### src/sv/glob_wildcard_match_macros.svh
// Assertion macros used by the glob wildcard matcher top level.
`ifndef GLOB_WILDCARD_MATCH_MACROS_SVH
`define GLOB_WILDCARD_MATCH_MACROS_SVH

`ifndef SYNTHESIS

// Same-cycle implication, sampled on clk_i, off while rst_ni is low.
`define GWM_ASSERT_IMP(lbl, ante, cons) \
  lbl: assert property (@(posedge clk_i) disable iff (!rst_ni) (ante) |-> (cons)) \
    else $error("gwm assertion failed");

// Next-cycle implication, sampled on clk_i, off while rst_ni is low.
`define GWM_ASSERT_NXT(lbl, ante, cons) \
  lbl: assert property (@(posedge clk_i) disable iff (!rst_ni) (ante) |=> (cons)) \
    else $error("gwm assertion failed");

`else

`define GWM_ASSERT_IMP(lbl, ante, cons)
`define GWM_ASSERT_NXT(lbl, ante, cons)

`endif

`endif

### src/sv/gwm_pkg.sv
// Types and constants of the glob wildcard matcher.
`timescale 1ns / 1ps
package gwm_pkg;

  localparam int MaskLenDef = 32;

  localparam logic [7:0] STAR_CH = 8'h2A;
  localparam logic [7:0] ANY_CH  = 8'h3F;
  localparam logic [7:0] NUL_CH  = 8'h00;

  localparam logic [1:0] MODE_MASK   = 2'd0;
  localparam logic [1:0] MODE_TEXT   = 2'd1;
  localparam logic [1:0] MODE_FINISH = 2'd2;

  typedef struct packed {
    logic [1:0] mode;
    logic [7:0] ch;
  } in_item_t;

  typedef struct packed {
    logic matched;
    logic error;
  } out_item_t;

  // Per-cycle command broadcast to every cell of the row.
  typedef struct packed {
    logic       advance;
    logic       append;
    logic       clear;
    logic [7:0] ch;
  } cell_ctl_t;

endpackage

### src/sv/glob_wildcard_match.sv
// Top level of the glob wildcard matcher: control, cell row and result register.
`timescale 1ns / 1ps
// Glob matcher. Feed mask bytes (mode 0), then text bytes (mode 1), then one
// finish item (mode 2); the finish item yields one result {matched, error} and
// returns the block to its reset state. '*' matches any run, '?' any single
// byte, a zero byte ends the mask or the text. The mask lives in a row of
// MASK_LEN cells, one per position, each holding its byte and an active bit;
// the active set is kept closed over stars at all times. A text byte updates
// all cells at once, with the star closure rippling left to right through the
// row, so the row length sets the critical path. The result appears in an
// output register in the cycle after the finish item; mask and text items keep
// flowing while a result waits, and only a finish item is held off while the
// previous result is still stalled. No clearing pass is needed after reset:
// unwritten mask cells are never looked at.
module glob_wildcard_match import gwm_pkg::*; #(
  parameter int MASK_LEN = MaskLenDef
) (
  input  logic      clk_i,
  input  logic      rst_ni,
  input  logic      in_valid_i,
  output logic      in_stall_o,
  input  in_item_t  in_item_i,
  output logic      out_valid_o,
  input  logic      out_stall_i,
  output out_item_t out_item_o
);

`include "glob_wildcard_match_macros.svh"

  localparam int LenW = $clog2(MASK_LEN + 1);
  localparam logic [LenW-1:0] LenFull = LenW'(MASK_LEN);

  logic [LenW-1:0] len_q, len_d;
  logic mask_closed_q, mask_closed_d;
  logic text_begun_q, text_begun_d;
  logic text_closed_q, text_closed_d;
  logic fault_q, fault_d;
  logic tail_q, tail_d;
  logic out_valid_q, out_valid_d;
  out_item_t out_item_q, out_item_d;

  logic accept, is_mask, is_text, is_finish, ch_zero;
  logic mask_open, append_en, overflow, advance_en;
  cell_ctl_t ctl;

  logic [MASK_LEN:0]   fwd, carry;
  logic [MASK_LEN:0]   act_vec;

  // Hold off a finish only while the last result is still stuck.
  assign in_stall_o = out_valid_q & out_stall_i & (in_item_i.mode == MODE_FINISH);
  assign accept     = in_valid_i & ~in_stall_o;

  assign is_mask   = accept & (in_item_i.mode == MODE_MASK);
  assign is_text   = accept & (in_item_i.mode == MODE_TEXT);
  assign is_finish = accept & (in_item_i.mode == MODE_FINISH);
  assign ch_zero   = in_item_i.ch == NUL_CH;

  assign mask_open  = is_mask & ~text_begun_q & ~mask_closed_q & ~ch_zero;
  assign append_en  = mask_open & (len_q != LenFull);
  assign overflow   = mask_open & (len_q == LenFull);
  assign advance_en = is_text & ~text_closed_q & ~ch_zero;

  assign ctl.advance = advance_en;
  assign ctl.append  = append_en;
  assign ctl.clear   = is_finish;
  assign ctl.ch      = in_item_i.ch;

  // Row of cells; token and star-closure carry run left to right.
  assign fwd[0]   = 1'b0;
  assign carry[0] = 1'b0;

  for (genvar i = 0; i < MASK_LEN; i++) begin : g_cell
    gwm_cell #(
      .LenW (LenW),
      .Idx  (i)
    ) u_cell (
      .clk_i   (clk_i),
      .rst_ni  (rst_ni),
      .ctl_i   (ctl),
      .len_i   (len_q),
      .fwd_i   (fwd[i]),
      .carry_i (carry[i]),
      .fwd_o   (fwd[i+1]),
      .carry_o (carry[i+1]),
      .act_o   (act_vec[i])
    );
  end

  // Position past the last cell: reached only, never a mask byte itself.
  always_comb begin
    tail_d = tail_q;
    if (is_finish) begin
      tail_d = 1'b0;
    end else if (advance_en) begin
      tail_d = fwd[MASK_LEN] | carry[MASK_LEN];
    end else if (append_en) begin
      tail_d = tail_q | carry[MASK_LEN];
    end
  end
  assign act_vec[MASK_LEN] = tail_q;

  always_comb begin
    len_d         = len_q;
    mask_closed_d = mask_closed_q;
    text_begun_d  = text_begun_q;
    text_closed_d = text_closed_q;
    fault_d       = fault_q;
    if (is_finish) begin
      len_d         = '0;
      mask_closed_d = 1'b0;
      text_begun_d  = 1'b0;
      text_closed_d = 1'b0;
      fault_d       = 1'b0;
    end else if (is_mask) begin
      if (text_begun_q || overflow) begin
        fault_d = 1'b1;
      end else if (!mask_closed_q && ch_zero) begin
        mask_closed_d = 1'b1;
      end
      if (append_en) begin
        len_d = len_q + LenW'(1);
      end
    end else if (is_text) begin
      text_begun_d  = 1'b1;
      mask_closed_d = 1'b1;
      if (!text_closed_q && ch_zero) begin
        text_closed_d = 1'b1;
      end
    end
  end

  // Result register: load on finish, drop once taken.
  always_comb begin
    out_valid_d = out_valid_q;
    out_item_d  = out_item_q;
    if (out_valid_q && !out_stall_i) begin
      out_valid_d = 1'b0;
    end
    if (is_finish) begin
      out_valid_d        = 1'b1;
      out_item_d.matched = act_vec[len_q] & ~fault_q;
      out_item_d.error   = fault_q;
    end
  end

  always_ff @(posedge clk_i or negedge rst_ni) begin
    if (!rst_ni) begin
      len_q         <= '0;
      mask_closed_q <= 1'b0;
      text_begun_q  <= 1'b0;
      text_closed_q <= 1'b0;
      fault_q       <= 1'b0;
      tail_q        <= 1'b0;
      out_valid_q   <= 1'b0;
    end else begin
      len_q         <= len_d;
      mask_closed_q <= mask_closed_d;
      text_begun_q  <= text_begun_d;
      text_closed_q <= text_closed_d;
      fault_q       <= fault_d;
      tail_q        <= tail_d;
      out_valid_q   <= out_valid_d;
    end
  end

  always_ff @(posedge clk_i) begin
    out_item_q <= out_item_d;
  end

  assign out_valid_o = out_valid_q;
  assign out_item_o  = out_item_q;

  `GWM_ASSERT_IMP(a_err_kills_match, out_valid_q && out_item_q.error, !out_item_q.matched)
  `GWM_ASSERT_NXT(a_finish_resets, is_finish, out_valid_q && len_q == '0 && act_vec[0] && !fault_q)
  `GWM_ASSERT_IMP(a_len_bound, 1'b1, len_q <= LenFull)
  `GWM_ASSERT_IMP(a_text_closes_mask, text_begun_q, mask_closed_q)

endmodule

### src/sv/gwm_cell.sv
// One mask position: stored mask byte plus its active bit.
`timescale 1ns / 1ps
module gwm_cell import gwm_pkg::*; #(
  parameter int LenW = 6,
  parameter int Idx  = 0
) (
  input  logic            clk_i,
  input  logic            rst_ni,
  input  cell_ctl_t       ctl_i,
  input  logic [LenW-1:0] len_i,
  input  logic            fwd_i,
  input  logic            carry_i,
  output logic            fwd_o,
  output logic            carry_o,
  output logic            act_o
);

  logic [7:0] char_q;
  logic       act_q, act_d;
  logic       in_mask, wr_sel, is_star, hit, stay, closed;

  assign in_mask = LenW'(Idx) < len_i;
  assign wr_sel  = LenW'(Idx) == len_i;
  assign is_star = char_q == STAR_CH;
  assign hit     = (char_q == ANY_CH) || (char_q == ctl_i.ch);

  // A star keeps its own position alive; anything else hands the token right.
  assign stay   = act_q & in_mask & is_star;
  assign fwd_o  = act_q & in_mask & ~is_star & hit;
  assign closed = stay | fwd_i | carry_i;

  always_comb begin
    carry_o = 1'b0;
    if (ctl_i.advance) begin
      carry_o = closed & in_mask & is_star;
    end else if (ctl_i.append) begin
      carry_o = act_q & wr_sel & (ctl_i.ch == STAR_CH);
    end
  end

  always_comb begin
    act_d = act_q;
    if (ctl_i.clear) begin
      act_d = (Idx == 0);
    end else if (ctl_i.advance) begin
      act_d = closed;
    end else if (ctl_i.append) begin
      act_d = act_q | carry_i;
    end
  end

  always_ff @(posedge clk_i or negedge rst_ni) begin
    if (!rst_ni) begin
      act_q <= (Idx == 0);
    end else begin
      act_q <= act_d;
    end
  end

  always_ff @(posedge clk_i) begin
    if (ctl_i.append && wr_sel) begin
      char_q <= ctl_i.ch;
    end
  end

  assign act_o = act_q;

endmodule

### config.mk
export PLATFORM = sky130hd
export DESIGN_NAME = glob_wildcard_match
export DESIGN_NICKNAME = d
export VERILOG_FILES = /design/src/sv/gwm_pkg.sv /design/src/sv/glob_wildcard_match.sv /design/src/sv/gwm_cell.sv
export VERILOG_INCLUDE_DIRS = /design/src /design/src/sv
export SDC_FILE = /design/constraint.sdc
export NUM_CORES = 1
export LEC_CHECK = 0
export BUFFER_PORTS_ARGS = -buffer_cell sky130_fd_sc_hd__buf_2
export CORE_MARGIN = 1
export CORE_UTILIZATION = 55
export CTS_CLUSTER_DIAMETER = 80
export CTS_CLUSTER_SIZE = 12
export DETAILED_ROUTE_END_ITERATION = 8
export PLACE_DENSITY = 0.81
export RECOVER_POWER = 100
export SYNTH_ARGS = -nofsm -noshare
export SYNTH_HDL_FRONTEND = slang
export SYNTH_HIERARCHICAL = 1
export SYNTH_SLANG_ARGS = --single-unit
### constraint.sdc
create_clock -name clk_i -period 77.2 [get_ports clk_i]
set_input_delay 11.58 -clock clk_i [delete_from_list [all_inputs] [get_ports clk_i]]
set_output_delay 11.58 -clock clk_i [all_outputs]
set_load 0.01 [all_outputs]
==> impl_metrics.env <==
export IMPL_cts_tree="yes"
export IMPL_dieArea_sq_mm=0.0326
export IMPL_post_cts_buffers=0
export IMPL_dpl_cell_count=1951
export IMPL_antenna_found_initial=0
export IMPL_pin_count=18
export IMPL_area_delta_synth_final_pct=8.68
export IMPL_fp_row_count=64
export IMPL_whs_ns=0.524
export IMPL_clk_latency_ns=0.56
export IMPL_h_tree_depth=1
export IMPL_clock_sinks=302
export IMPL_wl_mm=44.7
export IMPL_stdcell_count=2005
export IMPL_crit_path_frequent_cell="o31ai_1"
export IMPL_wire_per_inst_um=22.3
export IMPL_grt_pass1_vias=13400
export IMPL_arrival_ns=34.50
export IMPL_cp_required_ns=77.65
export IMPL_netlist_instances=1500
export IMPL_hold_depth=2
export IMPL_p_leak_uw=0.00591
export IMPL_cts_buffer_depth=3
export IMPL_avgSynthCellArea_sq_um=11.7
export IMPL_worstSetupPathType="input pin to register"
export IMPL_grt_max_degree=73
export IMPL_clkSlewWorstSetupHoldPaths_ns=0.07
export IMPL_drive_gt1_share_pct=8.20
export IMPL_violations="capacitance limit, slew limit"
export IMPL_fin_area_sq_mm=0.0190
export IMPL_worstSetupEndpointType="register"
export IMPL_final_nets=1602
export IMPL_grt_util_all_layers_pct=27.2
export IMPL_p_per_area_mw_per_mm2=18.5
export IMPL_final_period_utilization_pct=44.1
export IMPL_cpMaxStageDelayCell="clkbuf_1"
export IMPL_relSlewSlack_pct=-113
export IMPL_drt_iter0_drc=1580
export IMPL_ys_types=98
export IMPL_finClkSkew_ns=0.0197
export IMPL_synth_async_reset_ratio_pct=14.6
export IMPL_drv_cap=28
export IMPL_ir_drop_mv=0.0177
export IMPL_setup_viol=0
export IMPL_num_vias=13700
export IMPL_hold_path_class="register to register"
export IMPL_worst_pin_slew_ns=3.19
export IMPL_port_buffers=17
export IMPL_numCtsBuffers=29
export IMPL_syn_cell_area_sq_mm=0.0175
export IMPL_synth_edf_count=258
export IMPL_ctsResizeCount=0
export IMPL_final_hold_viol_count=0
export IMPL_die_w_um=180
export IMPL_dr_pass1_iters=7
export IMPL_rsz0062_at_grt="false"
export IMPL_placed_cell_area_sq_mm=0.0184
export IMPL_status="finished with violations"
export IMPL_ys_warn_count=6
export IMPL_gp_congestion=0.845
export IMPL_core_area_sq_mm=0.0310
export IMPL_worst_path_max_fanout=42
export IMPL_startpoint_type="input pin"
export IMPL_grt_overflow=0
export IMPL_vias_per_cell=6.81
export IMPL_grt_pass1_wl_mm=71.6
export IMPL_clock_tree_root_cell="clkbuf_16"
export IMPL_synthFlopType="edfxtp_1"
export IMPL_fmax_mhz=29.4
export IMPL_slowest_delay_ns=1.94
export IMPL_r2r_worst_path_cells=83
export IMPL_layout_commonest_cell="edfxtp_1"
export IMPL_start_util_pct=56.5
export IMPL_min_period_ns=34.05
export IMPL_cts_hold_buf=0
export IMPL_ys_seq_area_share_pct=50.5
export IMPL_tns_ns=0
export IMPL_ys_seq_elements=302
export IMPL_die_y_um=180
export IMPL_diodes=0
export IMPL_dp_hpwl_mm=26.8
export IMPL_layout_common_cells="258 x edfxtp_1, 159 x nor2_1, 130 x xnor2_1, 130 x xor2_1, 86 x nand4_1"
export IMPL_slew_viol_final=983
export IMPL_final_antenna_net_count=0
export IMPL_drc=0
==> synthesized netlist by cell type (7+ instances only) <==
cell type	n	area [sq um]
nor4bb_1	53	531
a211oi_1	20	150
a21o_1	12	90.1
or4b_4	10	138
nor4_2	7	87.6
nor2_1	159	597
o21ai_0	42	210
nor4b_1	17	149
mux2i_1	7	70.1
nor3_1	27	135
nor2b_1	7	43.8
nand2_1	62	233
a21oi_1	37	185
a31oi_1	10	62.6
or4_1	10	75.1
nand4_1	86	538
nor4_1	55	344
nand2b_1	9	56.3
dfrtp_1	43	1080
o31ai_1	27	203
and4bb_1	7	87.6
xor2_1	130	1140
xnor2_1	130	1140
nor3_2	13	130
o311a_1	13	130
nand4b_1	8	70.1
a311oi_1	7	61.3
nand3_1	41	205
inv_1	10	37.5
a311oi_2	10	150
a32oi_1	8	70.1
edfxtp_1	258	7750
or3_1	10	62.6
==> routing by layer <==
| layer | routed length (um) | vias up | part of all wire [%] | track usage (%) |
|---|---|---|---|---|
| li1 | - | 6148 | - | - |
| met4 | 1480 | 0 | 3.3 | 9.13 |
| met2 | 20600 | 683 | 46 | 45.0 |
| met5 | 0 | - | 0 | 0 |
| met3 | 3950 | 128 | 8.8 | 3.82 |
| met1 | 18700 | 6701 | 42 | 36.9 |
==> logic make-up after synthesis <==
| family | synth area share, % |
|---|---|
| AOI/OAI and AO/OA | 10.3 |
| adders and majority gates | 0.143 |
| buffers and inverters | 0.457 |
| and+or+nand+nor | 24.1 |
| DFF | 50.5 |
| other | 0.0214 |
| xor gates and xnor gates | 13.0 |
| muxes | 1.43 |
==> state kept, by name, summed over array words and instances (netlist names) <==
signal                cells
g_cell.u_cell/act_o      32
text_closed_q             1
tail_q                    1
mask_closed_q             1
fault_q                   1
len_q                     6
out_valid_o               1
text_begun_q              1
out_item_o                2
g_cell.u_cell/char_q    256
==> path summary, 6_finish.rpt <==
path                                      startpoint                                  end  slack, ns
min in group asynchronous                     rst_ni  g_cell[31].u_cell/act_o$_DFFE_PN0P_      12.16
max in group asynchronous                     rst_ni                 len_q[2]$_DFFE_PN0P_      63.03
max                                     in_item_i[4]                   tail_q$_DFFE_PN0P_      43.15
min                        text_closed_q$_DFFE_PN0P_            text_closed_q$_DFFE_PN0P_       0.52
max reg2reg                     len_q[1]$_DFFE_PN0P_                   tail_q$_DFFE_PN0P_      54.75
min reg2reg                text_closed_q$_DFFE_PN0P_            text_closed_q$_DFFE_PN0P_       0.52
==> stage by stage <==
stage,utilization [%],power (uW),setup slack (ns)
finish,61.4,351,43.15
global route,61.4,361,40.87
CTS,62.1,352,47.15
detailed placement,59.4,223,46.65
global placement,59.4,222,47.06
floorplan,-,207,32.11
==> worst max-delay path, delay by kind of cell <==
kind,cells,cell delay (ns)
AOI/OAI and AO/OA,62,15.89
and+or+nand+nor,16,3.93
buffers and inverters,2,2.93
xor gates and xnor gates,1,0.16
==> cell type report <==
cell class                      instances  area [sq um]
Sequential cell                       302          8860
Clock inverter                          2          20.0
Fill cell                            2432         12000
Tap cell                              396           495
Inverter                               11          41.3
Multi-Input combinational cell       1186          8560
Timing Repair Buffer                   56           241
Clock buffer                           52           812
==> power breakdown <==
| part | internal, uW | total (uW) | leakage [uW] | switching (uW) |
|---|---|---|---|---|
| registers | 180 | 184 | 0.00289 | 4.20 |
| clock network | 70.7 | 131 | 0.000395 | 59.9 |
| logic | 13.5 | 36.8 | 0.00263 | 23.3 |
| total | 264 | 351 | 0.00591 | 87.4 |
Note: power is estimated with default switching activity, not from simulation.
